File: src/hdl/fbpa_pkg.sv
`timescale 1ns / 1ps

package fbpa_pkg;

    // Field widths
    localparam int ADDR_W  = 32;
    localparam int SIZE_W  = 13;
    localparam int CNT_W   = 9;
    localparam int BYTES_W = 21;
    localparam int STS_W   = 2;

    localparam int DEF_NUM_BLOCKS = 256;

    localparam logic [SIZE_W-1:0] MAX_BLOCK_BYTES = 13'd4096;
    localparam logic [SIZE_W-1:0] DEF_BLOCK_BYTES = 13'd16;
    localparam logic [CNT_W-1:0]  DEF_BLOCK_COUNT = 9'd256;

    typedef logic [STS_W-1:0] status_t;

    localparam status_t STS_OK          = 2'd0;
    localparam status_t STS_NO_BLOCK    = 2'd1;
    localparam status_t STS_OUT_OF_POOL = 2'd2;
    localparam status_t STS_MISALIGNED  = 2'd3;

    localparam logic FUNC_ALLOC = 1'b0;
    localparam logic FUNC_FREE  = 1'b1;

    // APB register indexes (paddr[3:2])
    localparam logic [1:0] REG_POOL_BASE   = 2'd0;
    localparam logic [1:0] REG_BLOCK_BYTES = 2'd1;
    localparam logic [1:0] REG_BLOCK_COUNT = 2'd2;

    typedef struct packed {
        logic done;
        logic rem_zero;
    } div_sts_t;

endpackage

File: src/hdl/fbpa_req_if.sv
`timescale 1ns / 1ps

interface fbpa_req_if
    import fbpa_pkg::*;
();
    logic              valid;
    logic              ready;
    logic              func;
    logic [ADDR_W-1:0] free_address;

    modport source (output valid, output func, output free_address, input ready);
    modport sink   (input valid, input func, input free_address, output ready);
endinterface

File: src/hdl/fbpa_rsp_if.sv
`timescale 1ns / 1ps

interface fbpa_rsp_if
    import fbpa_pkg::*;
();
    logic               valid;
    logic               ready;
    logic [STS_W-1:0]   status;
    logic [ADDR_W-1:0]  block_address;
    logic [CNT_W-1:0]   free_blocks;
    logic [BYTES_W-1:0] usage_bytes;
    logic [BYTES_W-1:0] peak_bytes;

    modport source (output valid, output status, output block_address, output free_blocks,
                    output usage_bytes, output peak_bytes, input ready);
    modport sink   (input valid, input status, input block_address, input free_blocks,
                    input usage_bytes, input peak_bytes, output ready);
endinterface

File: src/hdl/fbpa_divider.sv
`timescale 1ns / 1ps

module fbpa_divider
    import fbpa_pkg::*;
(
    input  logic               clk,
    input  logic               rst_n,
    input  logic               start,
    input  logic [BYTES_W-1:0] dividend,
    input  logic [SIZE_W-1:0]  divisor,
    output logic [BYTES_W-1:0] quotient,
    output div_sts_t           sts
);

    localparam int CW = $clog2(BYTES_W);

    logic [SIZE_W-1:0]  rem_reg;
    logic [SIZE_W-1:0]  rem_next;
    logic [BYTES_W-1:0] quo_reg;
    logic [BYTES_W-1:0] quo_next;
    logic [SIZE_W-1:0]  divisor_reg;
    logic [CW-1:0]      cnt_reg;
    logic               busy_reg;
    logic               done_reg;

    logic [SIZE_W:0]    trial;
    logic [SIZE_W:0]    diff;
    logic               ge;

    // One restoring step: shift in the next dividend bit, subtract if it fits
    always_comb
    begin
        trial    = {rem_reg, quo_reg[BYTES_W-1]};
        diff     = trial - {1'b0, divisor_reg};
        ge       = (trial >= {1'b0, divisor_reg});
        rem_next = ge ? diff[SIZE_W-1:0] : trial[SIZE_W-1:0];
        quo_next = {quo_reg[BYTES_W-2:0], ge};
    end

    // Sequence the steps
    always_ff @(posedge clk or negedge rst_n)
    begin
        if (!rst_n)
        begin
            busy_reg <= 1'b0;
            done_reg <= 1'b0;
            cnt_reg  <= '0;
        end
        else
        begin
            done_reg <= 1'b0;
            if (start)
            begin
                busy_reg <= 1'b1;
                cnt_reg  <= '0;
            end
            else if (busy_reg)
            begin
                cnt_reg <= cnt_reg + 1'b1;
                if (cnt_reg == CW'(BYTES_W - 1))
                begin
                    busy_reg <= 1'b0;
                    done_reg <= 1'b1;
                end
            end
        end
    end

    // Hold the operands and partial results
    always_ff @(posedge clk)
    begin
        if (start)
        begin
            rem_reg     <= '0;
            quo_reg     <= dividend;
            divisor_reg <= divisor;
        end
        else if (busy_reg)
        begin
            rem_reg <= rem_next;
            quo_reg <= quo_next;
        end
    end

    assign quotient     = quo_reg;
    assign sts.done     = done_reg;
    assign sts.rem_zero = (rem_reg == '0);

endmodule

File: src/hdl/fbpa_link_ram.sv
`timescale 1ns / 1ps

module fbpa_link_ram
    import fbpa_pkg::*;
#(
    parameter int DEPTH = DEF_NUM_BLOCKS
)
(
    input  logic                     clk,
    input  logic                     we,
    input  logic [$clog2(DEPTH)-1:0] waddr,
    input  logic [CNT_W-1:0]         wdata,
    input  logic [$clog2(DEPTH)-1:0] raddr,
    output logic [CNT_W-1:0]         rdata
);

    logic [CNT_W-1:0] mem [DEPTH];
    logic [CNT_W-1:0] rdata_reg;

    // Write one link, read one link with registered data
    always_ff @(posedge clk)
    begin
        if (we)
        begin
            mem[waddr] <= wdata;
        end
        rdata_reg <= mem[raddr];
    end

    assign rdata = rdata_reg;

endmodule

File: src/hdl/fixed_block_pool_allocator.sv
`timescale 1ns / 1ps

// Channel    Dir  Handshake       Word
// req        in   valid/ready     func, free_address
// rsp        out  valid/ready     status, block_address, free_blocks, usage_bytes, peak_bytes
// apb        in   psel/penable    pool_base, block_bytes, block_count
//
// Allocate: the word passes ST_ALLOC, ST_ALLOC_WB and ST_DONE, skipping ST_ALLOC_WB
// on an empty list; ST_ALLOC_WB takes the next head from the registered link RAM read.
// Free: the word passes ST_FREE_CHK, ST_FREE_DIV and ST_DONE, skipping ST_FREE_DIV when
// outside the pool; ST_FREE_DIV waits for the 21-step restoring divider. ST_IDLE accepts
// the next word once the result is in the output register. After reset and after every
// register write the link RAM is rebuilt, one entry per cycle, with req.ready low meanwhile.
// A finished word waits in the output register while rsp.ready is low.

module fixed_block_pool_allocator
    import fbpa_pkg::*;
#(
    parameter int NUM_BLOCKS = DEF_NUM_BLOCKS
)
(
    input  logic        clk,
    input  logic        rst_n,
    input  logic        psel,
    input  logic        penable,
    input  logic        pwrite,
    input  logic [3:0]  paddr,
    input  logic [31:0] pwdata,
    output logic [31:0] prdata,
    output logic        pready,
    fbpa_req_if.sink    req,
    fbpa_rsp_if.source  rsp
);

    localparam int AW = $clog2(NUM_BLOCKS);
    localparam int MW = CNT_W + SIZE_W;

    localparam logic [2:0] ST_CLEAR     = 3'd0;
    localparam logic [2:0] ST_IDLE      = 3'd1;
    localparam logic [2:0] ST_ALLOC     = 3'd2;
    localparam logic [2:0] ST_ALLOC_WB  = 3'd3;
    localparam logic [2:0] ST_FREE_CHK  = 3'd4;
    localparam logic [2:0] ST_FREE_DIV  = 3'd5;
    localparam logic [2:0] ST_DONE      = 3'd6;

    // Configuration registers
    logic [ADDR_W-1:0]  base_reg;
    logic [SIZE_W-1:0]  bytes_reg;
    logic [CNT_W-1:0]   range_reg;

    logic [2:0]         state_reg;
    logic [AW-1:0]      sweep_reg;
    logic [CNT_W-1:0]   head_reg;
    logic [CNT_W-1:0]   used_reg;
    logic [CNT_W-1:0]   peak_used_reg;
    logic [BYTES_W-1:0] usage_reg;
    logic [BYTES_W-1:0] peak_bytes_reg;

    logic               func_reg;
    logic [ADDR_W-1:0]  faddr_reg;
    logic [BYTES_W-1:0] pool_bytes_reg;
    logic [BYTES_W-1:0] offset_reg;
    status_t            res_status_reg;
    logic [ADDR_W-1:0]  res_addr_reg;

    logic               out_valid_reg;
    status_t            out_status_reg;
    logic [ADDR_W-1:0]  out_addr_reg;
    logic [CNT_W-1:0]   out_free_reg;
    logic [BYTES_W-1:0] out_usage_reg;
    logic [BYTES_W-1:0] out_peak_reg;

    logic               cfg_wr;
    logic               cfg_hit;
    logic [1:0]         cfg_idx;
    logic [SIZE_W-1:0]  size_eff;
    logic [CNT_W-1:0]   count_eff;
    logic [CNT_W-1:0]   mul_a;
    logic [MW-1:0]      mul_full;
    logic [BYTES_W-1:0] product;
    logic [ADDR_W-1:0]  free_off;
    logic               in_pool;

    logic               ram_we;
    logic [AW-1:0]      ram_waddr;
    logic [CNT_W-1:0]   ram_wdata;
    logic [CNT_W-1:0]   ram_rdata;

    logic               div_start;
    logic [BYTES_W-1:0] div_quo;
    div_sts_t           div_sts;
    logic [CNT_W-1:0]   free_idx;
    logic               free_push;

    logic               accept;
    logic               load_out;
    logic [CNT_W-1:0]   used_inc;
    logic [BYTES_W-1:0] usage_inc;

    // APB decode
    assign pready  = 1'b1;
    assign cfg_idx = paddr[3:2];
    assign cfg_wr  = psel && penable && pwrite;
    assign cfg_hit = cfg_wr && (cfg_idx == REG_POOL_BASE || cfg_idx == REG_BLOCK_BYTES
                                || cfg_idx == REG_BLOCK_COUNT);

    always_comb
    begin
        case (cfg_idx)
            REG_POOL_BASE:   prdata = base_reg;
            REG_BLOCK_BYTES: prdata = {{(32 - SIZE_W){1'b0}}, bytes_reg};
            REG_BLOCK_COUNT: prdata = {{(32 - CNT_W){1'b0}}, range_reg};
            default:         prdata = '0;
        endcase
    end

    always_ff @(posedge clk or negedge rst_n)
    begin
        if (!rst_n)
        begin
            base_reg  <= '0;
            bytes_reg <= DEF_BLOCK_BYTES;
            range_reg <= DEF_BLOCK_COUNT;
        end
        else if (cfg_wr)
        begin
            case (cfg_idx)
                REG_POOL_BASE:   base_reg  <= pwdata;
                REG_BLOCK_BYTES: bytes_reg <= pwdata[SIZE_W-1:0];
                REG_BLOCK_COUNT: range_reg <= pwdata[CNT_W-1:0];
                default:         ;
            endcase
        end
    end

    // Clamp size and count to their legal ranges
    always_comb
    begin
        if (bytes_reg == '0)
            size_eff = SIZE_W'(1);
        else if (bytes_reg > MAX_BLOCK_BYTES)
            size_eff = MAX_BLOCK_BYTES;
        else
            size_eff = bytes_reg;

        if (range_reg == '0)
            count_eff = CNT_W'(1);
        else if (32'(range_reg) > 32'(NUM_BLOCKS))
            count_eff = CNT_W'(NUM_BLOCKS);
        else
            count_eff = range_reg;
    end

    // Shared multiplier: pool size while rebuilding, block offset on allocate
    assign mul_a    = (state_reg == ST_CLEAR) ? count_eff : head_reg;
    assign mul_full = MW'(mul_a) * MW'(size_eff);
    assign product  = mul_full[BYTES_W-1:0];

    // Free range check
    assign free_off = faddr_reg - base_reg;
    assign in_pool  = (faddr_reg >= base_reg)
                      && (free_off < {{(ADDR_W - BYTES_W){1'b0}}, pool_bytes_reg});

    // Divider hookup
    assign div_start = (state_reg == ST_FREE_CHK) && in_pool;
    assign free_idx  = div_quo[CNT_W-1:0];
    assign free_push = (state_reg == ST_FREE_DIV) && div_sts.done && div_sts.rem_zero;

    fbpa_divider u_div (
        .clk      (clk),
        .rst_n    (rst_n),
        .start    (div_start),
        .dividend (free_off[BYTES_W-1:0]),
        .divisor  (size_eff),
        .quotient (div_quo),
        .sts      (div_sts)
    );

    // Link RAM: sweep writes i+1, free pushes the old head
    assign ram_we    = (state_reg == ST_CLEAR) || free_push;
    assign ram_waddr = (state_reg == ST_CLEAR) ? sweep_reg : AW'(free_idx);
    assign ram_wdata = (state_reg == ST_CLEAR) ? CNT_W'(32'(sweep_reg) + 32'd1) : head_reg;

    fbpa_link_ram #(
        .DEPTH (NUM_BLOCKS)
    ) u_ram (
        .clk   (clk),
        .we    (ram_we),
        .waddr (ram_waddr),
        .wdata (ram_wdata),
        .raddr (AW'(head_reg)),
        .rdata (ram_rdata)
    );

    assign req.ready = (state_reg == ST_IDLE);
    assign accept    = req.valid && req.ready;
    assign load_out  = (state_reg == ST_DONE) && (!out_valid_reg || rsp.ready);
    assign used_inc  = used_reg + 1'b1;
    assign usage_inc = usage_reg + BYTES_W'(size_eff);

    // Sequencer and allocator state
    always_ff @(posedge clk or negedge rst_n)
    begin
        if (!rst_n)
        begin
            state_reg      <= ST_CLEAR;
            sweep_reg      <= '0;
            head_reg       <= '0;
            used_reg       <= '0;
            peak_used_reg  <= '0;
            usage_reg      <= '0;
            peak_bytes_reg <= '0;
        end
        else if (cfg_hit)
        begin
            state_reg <= ST_CLEAR;
            sweep_reg <= '0;
        end
        else
        begin
            case (state_reg)
                ST_CLEAR:
                begin
                    head_reg       <= '0;
                    used_reg       <= '0;
                    peak_used_reg  <= '0;
                    usage_reg      <= '0;
                    peak_bytes_reg <= '0;
                    sweep_reg      <= sweep_reg + 1'b1;
                    if (sweep_reg == AW'(NUM_BLOCKS - 1))
                    begin
                        state_reg <= ST_IDLE;
                    end
                end
                ST_IDLE:
                begin
                    if (accept)
                    begin
                        state_reg <= (req.func == FUNC_ALLOC) ? ST_ALLOC : ST_FREE_CHK;
                    end
                end
                ST_ALLOC:
                begin
                    state_reg <= (head_reg >= count_eff) ? ST_DONE : ST_ALLOC_WB;
                end
                ST_ALLOC_WB:
                begin
                    head_reg <= ram_rdata;
                    if (used_reg < count_eff)
                    begin
                        used_reg  <= used_inc;
                        usage_reg <= usage_inc;
                        if (used_inc > peak_used_reg)
                        begin
                            peak_used_reg  <= used_inc;
                            peak_bytes_reg <= usage_inc;
                        end
                    end
                    state_reg <= ST_DONE;
                end
                ST_FREE_CHK:
                begin
                    state_reg <= in_pool ? ST_FREE_DIV : ST_DONE;
                end
                ST_FREE_DIV:
                begin
                    if (div_sts.done)
                    begin
                        if (div_sts.rem_zero)
                        begin
                            head_reg <= free_idx;
                            if (used_reg != '0)
                            begin
                                used_reg  <= used_reg - 1'b1;
                                usage_reg <= usage_reg - BYTES_W'(size_eff);
                            end
                        end
                        state_reg <= ST_DONE;
                    end
                end
                ST_DONE:
                begin
                    if (load_out)
                    begin
                        state_reg <= ST_IDLE;
                    end
                end
                default:
                begin
                    state_reg <= ST_IDLE;
                end
            endcase
        end
    end

    // Operation payload and pending result
    always_ff @(posedge clk)
    begin
        if (accept)
        begin
            func_reg       <= req.func;
            faddr_reg      <= req.free_address;
            res_status_reg <= STS_OK;
            res_addr_reg   <= '0;
        end
        if (state_reg == ST_CLEAR)
        begin
            pool_bytes_reg <= product;
        end
        if (state_reg == ST_ALLOC)
        begin
            offset_reg <= product;
            if (head_reg >= count_eff)
            begin
                res_status_reg <= STS_NO_BLOCK;
            end
        end
        if (state_reg == ST_ALLOC_WB)
        begin
            res_addr_reg <= base_reg + {{(ADDR_W - BYTES_W){1'b0}}, offset_reg};
        end
        if (state_reg == ST_FREE_CHK && !in_pool)
        begin
            res_status_reg <= STS_OUT_OF_POOL;
        end
        if (state_reg == ST_FREE_DIV && div_sts.done && !div_sts.rem_zero)
        begin
            res_status_reg <= STS_MISALIGNED;
        end
    end

    // Output register
    always_ff @(posedge clk or negedge rst_n)
    begin
        if (!rst_n)
        begin
            out_valid_reg <= 1'b0;
        end
        else if (load_out)
        begin
            out_valid_reg <= 1'b1;
        end
        else if (rsp.ready)
        begin
            out_valid_reg <= 1'b0;
        end
    end

    always_ff @(posedge clk)
    begin
        if (load_out)
        begin
            out_status_reg <= res_status_reg;
            out_addr_reg   <= (func_reg == FUNC_ALLOC) ? res_addr_reg : '0;
            out_free_reg   <= count_eff - used_reg;
            out_usage_reg  <= usage_reg;
            out_peak_reg   <= peak_bytes_reg;
        end
    end

    assign rsp.valid         = out_valid_reg;
    assign rsp.status        = out_status_reg;
    assign rsp.block_address = out_addr_reg;
    assign rsp.free_blocks   = out_free_reg;
    assign rsp.usage_bytes   = out_usage_reg;
    assign rsp.peak_bytes    = out_peak_reg;

endmodule
File: src/flat_wrapper.sv
// flat-port wrapper written by rule: the top's interface ports become plain ports
module fixed_block_pool_allocator_flat import fbpa_pkg::*;
#(
    parameter int NUM_BLOCKS = DEF_NUM_BLOCKS
)
  (clk, rst_n, psel, penable, pwrite, paddr, pwdata, prdata, pready, req_valid, req_func, req_free_address, req_ready, rsp_valid, rsp_status, rsp_block_address, rsp_free_blocks, rsp_usage_bytes, rsp_peak_bytes, rsp_ready);
  fbpa_req_if req_i ();
  fbpa_rsp_if rsp_i ();
  input  logic clk;
  input  logic rst_n;
  input  logic psel;
  input  logic penable;
  input  logic pwrite;
  input  logic [3:0] paddr;
  input  logic [31:0] pwdata;
  output logic [31:0] prdata;
  output logic pready;
  input wire logic [$bits(req_i.valid)-1:0] req_valid;
  input wire logic [$bits(req_i.func)-1:0] req_func;
  input wire logic [$bits(req_i.free_address)-1:0] req_free_address;
  output wire logic [$bits(req_i.ready)-1:0] req_ready;
  output wire logic [$bits(rsp_i.valid)-1:0] rsp_valid;
  output wire logic [$bits(rsp_i.status)-1:0] rsp_status;
  output wire logic [$bits(rsp_i.block_address)-1:0] rsp_block_address;
  output wire logic [$bits(rsp_i.free_blocks)-1:0] rsp_free_blocks;
  output wire logic [$bits(rsp_i.usage_bytes)-1:0] rsp_usage_bytes;
  output wire logic [$bits(rsp_i.peak_bytes)-1:0] rsp_peak_bytes;
  input wire logic [$bits(rsp_i.ready)-1:0] rsp_ready;
  assign req_i.valid = req_valid;
  assign req_i.func = req_func;
  assign req_i.free_address = req_free_address;
  assign req_ready = req_i.ready;
  assign rsp_valid = rsp_i.valid;
  assign rsp_status = rsp_i.status;
  assign rsp_block_address = rsp_i.block_address;
  assign rsp_free_blocks = rsp_i.free_blocks;
  assign rsp_usage_bytes = rsp_i.usage_bytes;
  assign rsp_peak_bytes = rsp_i.peak_bytes;
  assign rsp_i.ready = rsp_ready;
  fixed_block_pool_allocator #(.NUM_BLOCKS(NUM_BLOCKS)) u_core (.clk(clk), .rst_n(rst_n), .psel(psel), .penable(penable), .pwrite(pwrite), .paddr(paddr), .pwdata(pwdata), .prdata(prdata), .pready(pready), .req(req_i), .rsp(rsp_i));
endmodule
File: config.mk
export PLATFORM = sky130hd
export DESIGN_NAME = fixed_block_pool_allocator_flat
export DESIGN_NICKNAME = d
export VERILOG_FILES = /design/src/hdl/fbpa_pkg.sv /design/src/hdl/fbpa_req_if.sv /design/src/hdl/fbpa_rsp_if.sv /design/src/hdl/fbpa_divider.sv /design/src/hdl/fbpa_link_ram.sv /design/src/hdl/fixed_block_pool_allocator.sv /design/src/flat_wrapper.sv
export SDC_FILE = /design/constraint.sdc
export NUM_CORES = 2
export LEC_CHECK = 0
export BUFFER_PORTS_ARGS = -buffer_cell sky130_fd_sc_hd__clkbuf_2
export CAP_MARGIN = 30
export CORE_MARGIN = 2
export CORE_UTILIZATION = 25
export CTS_BUF_LIST = sky130_fd_sc_hd__clkbuf_16
export DETAILED_ROUTE_END_ITERATION = 12
export HOLD_SLACK_MARGIN = 0.05
export SLEW_MARGIN = 30
export SYNTH_ARGS = -nofsm -noshare
export SYNTH_HDL_FRONTEND = slang
export SYNTH_HIERARCHICAL = 1
export SYNTH_SLANG_ARGS = --single-unit
export TNS_END_PERCENT = 1
File: constraint.sdc
create_clock -name clk -period 20.6 [get_ports clk]
set_clock_uncertainty 0.2 [all_clocks]
set_input_delay 2.06 -clock clk [delete_from_list [all_inputs] [get_ports clk]]
set_output_delay 2.06 -clock clk [all_outputs]
set_load 0.005 [all_outputs]
Yosys cells after proc, flatten, opt, wreduce, memory -nomap -nowiden
Memories as Yosys holds them, arrays and structs flattened. A register that Yosys moved wholly into a read port is not among the register bits.
Cells that the tools add are included.
- memories kept: 1
- output and inout port bits: 120
- bits of input ports: 76
- RAM bits: 2304
- flip-flop bits (word level): 383
- memory list (name ; depth ; bits a word ; rd ports ; clocked after Yosys merged registers in ; wr ports ; RTL line ; RTL):
    u_core.u_ram.mem ; 256 ; 9 ; 1 ; 1 ; 1 ; fbpa_link_ram.sv:17 ; logic [CNT_W-1:0] mem [DEPTH];
- $add $sub $neg: 11
- equality and inequality tests: 19
- muxes and demuxes: 59
- $lt $le $gt $ge: 8
- bitwise operators: 1
- reduce and logical (&&, ||, !) cells: 38
- multiply operators: 1
- operators with widths (operator ; number):
    two-way mux 21 bit ; 8
    two-way mux 9 bit ; 12
    one-hot mux 32 bit (3 select lines) ; 1
    two-way mux 32 bit ; 2
    one-hot mux 21 bit (3 select lines) ; 1
    one-hot mux 9 bit (3 select lines) ; 2
    one-hot mux 21 bit (2 select lines) ; 1
    two-way mux 13 bit ; 3
    adder 32 x 21 -> 32 bit ; 1
    >= comparator 32 bit ; 1
    < comparator 32 x 21 -> 1 bit ; 1
    subtractor 32 bit ; 1
    zero test 13 bit ; 2
    two-way mux 8 bit ; 3
    adder 21 x 13 -> 21 bit ; 1
    multiplier 9 x 13 -> 21 bit ; 1
    two-way mux 3 bit ; 7
    one-hot mux 3 bit (7 select lines) ; 1
    subtractor 21 x 13 -> 21 bit ; 1
    one-hot mux 9 bit (2 select lines) ; 1
    >= comparator 14 x 13 -> 1 bit ; 1
    > comparator 13 bit (second input constant) ; 1
    subtractor 13 bit ; 1
    AND reduction 4 bit ; 3
    other kinds (38) ; 80

Logic depth before layout (Yosys ltp)
- depth after elaboration: 8
- mapped depth: 26
- gate-level depth less buffers: 24

Hierarchy
The synthesis kept the hierarchy.
- by module, submodules not included (module ; times used ; area an instance (um2) ; sequential area each (um2) ; cells an instance):
    fbpa_link_ram ; 1 ; 89278.1 ; 69366.5 ; 4237
    fixed_block_pool_allocator ; 1 ; 22390.2 ; 9186.3 ; 2311
    fbpa_divider ; 1 ; 2956.6 ; 1456.4 ; 261

Least setup slack after synthesis
No wires, ideal clock.
- path kind: register to register
- from: register u_core.state_reg[1]
- to: memory u_core.u_ram.mem[0][0], data pin
- setup slack: 6.382 ns
- arrival: 11.749 ns
- cell stages (with the launch flop): 8
- required time: 18.130 ns
- clock period less this slack: 14.218 ns
- setup time: 2.270 ns
- path through: dfrtp_1 -> buf_4 -> nor2_1 -> nand2_1 -> inv_2 -> buf_1 -> nand2_1 -> a21boi_0
- longest elaborated chain between the ends: 2
- ends and longest elaborated chain (item ; RTL line ; RTL):
    from (decl) ; fixed_block_pool_allocator.sv:51 ; logic [2:0] state_reg;
    from (signal assigned) ; fixed_block_pool_allocator.sv:239 ; state_reg <= (req.func == FUNC_ALLOC) ? ST_ALLOC : ST_FREE_CHK;
    from (signal assigned) ; fixed_block_pool_allocator.sv:244 ; state_reg <= (head_reg >= count_eff) ? ST_DONE : ST_ALLOC_WB;
    from (signal assigned) ; fixed_block_pool_allocator.sv:263 ; state_reg <= in_pool ? ST_FREE_DIV : ST_DONE;
    zero test 3 bit ; fixed_block_pool_allocator.sv:182 ; assign ram_wdata = (state_reg == ST_CLEAR) ? CNT_W'(32'(sweep_reg) + 32'd1) : head_reg;
    two-way mux 9 bit ; fixed_block_pool_allocator.sv:182 ;
    net u_core.ram_wdata[0] ; fixed_block_pool_allocator.sv:86 ; logic [CNT_W-1:0] ram_wdata;
    to (decl) ; fbpa_link_ram.sv:17 ;
The timed path passes the listed nets, and every way through them passes these cells.

Worst setup path after layout
- from: register u_core.state_reg[2]
- to: register u_core.offset_reg[20], data pin
- longest elaborated chain between the ends: 3
- ends and longest elaborated chain (item ; RTL line ; RTL):
    zero test 3 bit ; fixed_block_pool_allocator.sv:155 ; assign mul_a = (state_reg == ST_CLEAR) ? count_eff : head_reg;
    two-way mux 9 bit ; fixed_block_pool_allocator.sv:155 ;
    multiplier 9 x 13 -> 21 bit ; fixed_block_pool_allocator.sv:156 ; assign mul_full = MW'(mul_a) * MW'(size_eff);
    net u_core.mul_full[20] ; fixed_block_pool_allocator.sv:79 ; logic [MW-1:0] mul_full;
    to (signal assigned) ; fixed_block_pool_allocator.sv:312 ; offset_reg <= product;
    to (decl) ; fixed_block_pool_allocator.sv:62 ; logic [BYTES_W-1:0] offset_reg;
The timed path passes the listed nets, and every way through them passes these cells.
A chain may end at the register's enable or synchronous reset.

==> flow_summary.ini <==
[timing]
tightest_slew_ns = 1.09
fin_tns_setup_ns = 0
fin_hold_ws_ns = 0.253
maxSlewHeadroom_pct = 26.7
final.min_clock_period_ns = 7.62
slew_viol_final = 0
fin_crit_sh_pct = 37.0
setup_viol = 0
max_freq_mhz = 131
grt_setup_unrepaired = no
hold_viol = 0

[pwr]
pwr-share-seq_pct = 39.3
p_comb_share_pct = 34.9
switching_power_mw = 6.61
power_density_nw_per_um2 = 141
intPower_mw = 11.9
swShare_pct = 35.6
vdd_drop_max_mv = 0.122
power.leakage_nw = 43.1
p_clk_share_pct = 25.8

[clock_network]
h-tree-depth = 5
cts_sinks = 2696
path_clk_slew_ns = 0.06
cts_setup_buffers = 0
cts_hold_buf = 0
root_buffer = clkbuf_16
ctsResizeCount = 0
clk_path_buf_depth = 4
cts_tree = yes
cts_buffers = 272
clock_latency_ns = 0.88

[status]
status = complete, no violations

[synth]
syn_area_um2 = 115000
ys_types = 100
synth_edf_count = 2530
syn_nets = 7153
synth.most_common_cell = edfxtp_1
ys_warn_count = 6
synth-async-reset-ratio_pct = 5.27
seq_area_frac_synth_pct = 69.8
synth_top_cell_area_share_pct = 66.3
synth_area_leader_cell = edfxtp_1
synthTopCellsByArea = edfxtp_1 66%, mux4_2 9.2%, dfrtp_1 3.1%, ha_1 2.0%, mux2i_1 1.8%
syn_inst = 6809
syn_area_per_cell_um2 = 16.8
ys_ff_latch = 2696
synth_top_cells_by_count = 2530 x edfxtp_1, 514 x nor2_1, 467 x mux4_2
synth-main-ff-cell = edfxtp_1

[route]
routed_wl_um = 305000
vias = 63722
drc_errors = 0
wl_per_cell_um = 22.8
drt_iter0_drc = 6476
vias_per_cell = 4.77
dr.pass1.iters = 5
ant_nets = 0

[cells_and_area]
largest_reg_flops = 2304
layout-drive-gt1-share_pct = 19.2
final_cells = 13367
layout.area.seq_um2 = 80000
multi_input_area_um2 = 32100
num-fill-cells = 44918
layout.nets = 7388
syn_to_final_growth_pct = 14.7
max_flop_register = u_core/u_ram/mem

[die]
core_um2 = 456000
num_io_pins = 196
initial_core_util_pct = 25.1
fp.dieArea_um2 = 464000
die_w_um = 681
die_h_um = 681
rows = 248

[grt]
busiest_layer = met2
grt_use_met1_pct = 17.4
grtUsageMet2_pct = 20.7
grt_pass1_wl_um = 441000
overflow = 0
grt_max_degree = 222
grt_use_total_pct = 12.7
grt_antenna_before_repair = 11
grt_use_met3_pct = 2.04
grt_pass1_vias = 63359

[place]
routabilityCongestion = 0.861
hpwl_um = 196000
portBuffers = 192
placed_cells = 12885

[hold_path]
hold_depth = 0
worstHoldEndpoint = u_core/rsp.peak_bytes[16]$_DFFE_PP_
hp-start = u_core/peak_bytes_reg[16]$_DFFE_PN0P_
min_path_type = flop to flop

[setup_path]
worstSetupEndpointType = flop
crit_required_ns = 20.95
r2r_start = u_core/state_reg[2]$_DFFE_PN0P_
cp-start-kind = flop
reg2reg_depth = 23
reg2reg_slack_ns = 12.98
crit_type = flop to flop
path_max_fanout = 44
r2r_end = u_core/offset_reg[20]$_DFFE_PP_
arrival_ns = 7.97

[run]
maxCapViolCount = 0
## critical path, cell delays in order, from the launching register on
cell and delay (ns):
dfrtp_1 0.62, nor2_1 0.17, nand2_2 0.10, buf_4 0.49
inv_2 0.53, a21boi_1 0.83, nor2_1 0.16, fa_1 0.56
inv_1 0.05, fa_1 0.53, inv_1 0.05, fa_1 0.47
inv_1 0.05, fa_1 0.47, inv_1 0.04, ha_1 0.33
inv_1 0.05, o21bai_1 0.20, a31o_2 0.20, a41oi_1 0.14
a21oi_1 0.31, a211o_1 0.19, a21oi_1 0.07, xnor2_1 0.40
## worst max-delay path by stage
stage                                          from                             endpoint  cells past startpoint
CTS                 u_core/state_reg[2]$_DFFE_PN0P_      u_core/offset_reg[20]$_DFFE_PP_                     23
detailed placement  u_core/state_reg[2]$_DFFE_PN0P_      u_core/offset_reg[20]$_DFFE_PP_                     23
floorplan           u_core/state_reg[1]$_DFFE_PN0P_     u_core/u_ram/mem[0][0]$_DFFE_PP_                      7
finish              u_core/state_reg[2]$_DFFE_PN0P_      u_core/offset_reg[20]$_DFFE_PP_                     23
global route        u_core/state_reg[2]$_DFFE_PN0P_      u_core/offset_reg[20]$_DFFE_PP_                     23
global placement    u_core/state_reg[2]$_DFFE_PN0P_  u_core/pool_bytes_reg[20]$_DFFE_PN_                     23
## stage by stage
| stage | setup WS (ns) | total power [mW] | util (%) | instance area (um2) |
|---|---|---|---|---|
| after floorplan | 6.38 | 11.9 | - | 115000 |
| after CTS | 12.95 | 18.6 | 28.7 | 131000 |
| after global placement | 13.09 | 13.6 | 26.8 | 122000 |
| after detailed placement | 13.05 | 13.8 | 26.9 | 123000 |
| final | 12.98 | 18.5 | 28.8 | 132000 |
| after global routing | 12.51 | 19.3 | 28.8 | 131000 |
## cells in the final DEF (no fill, tap or decap), drive strengths merged, types with 45 or more instances in the layout
cell type | Yosys | layout
a211oi | 45 | 45
a21oi | 240 | 240
a22oi | 185 | 185
buf | 164 | 137
clkbuf | 203 | 472
clkinv | 3 | 95
dfrtp | 140 | 140
edfxtp | 2530 | 2530
fa | 83 | 83
ha | 185 | 185
inv | 265 | 334
mux2 | 93 | 93
mux2i | 204 | 204
mux4 | 476 | 476
nand2 | 297 | 297
nand3 | 70 | 70
nor2 | 514 | 514
nor2b | 87 | 87
nor3 | 83 | 83
o21ai | 198 | 198
o22ai | 76 | 76
xnor2 | 77 | 77
## cell type report
class,count,share of cell area (%)
clock inverters,187,1.08
clock buffers,281,5.35
flip-flops and latches,2696,60.9
well taps,6125,5.83
multi-input cells,3478,24.4
inverters,268,0.767
repair buffers,328,1.71
diodes,4,0.00761
## logic make-up (layout without fill, tap and decap cells)
| logic type | count (synthesis) | in the layout | share of synthesized area [%] |
|---|---|---|---|
| other | 1 | 5 | 0.00327 |
| xor gates and xnor gates | 119 | 119 | 0.909 |
| buffers and inverters | 635 | 1064 | 2.64 |
| adders and majority gates | 268 | 268 | 3.47 |
| DFF | 2696 | 2696 | 69.8 |
| and+or+nand+nor | 1278 | 1278 | 5.12 |
| muxes | 773 | 773 | 12.1 |
| AOI/OAI and AO/OA | 1039 | 1039 | 5.97 |
## power groups by stage
stage	sequential, mW	combinational, mW	clock [mW]
after global placement	7.41	6.20	0
final	7.29	6.47	4.78
after CTS	7.30	6.43	4.88
after floorplan	7.82	4.07	0
after detailed placement	7.42	6.41	0
after global routing	7.32	6.91	5.08
## routing by layer
| layer | vias to the layer above | wire [um] | share of wire [%] |
|---|---|---|---|
| met4 | 2 | 8560 | 2.8 |
| met2 | 2617 | 145000 | 47 |
| met3 | 471 | 22400 | 7.3 |
| li1 | 27284 | - | - |
| met1 | 33348 | 129000 | 42 |
| met5 | - | 13 | 0.0043 |
(Power assumes the default switching activity.)
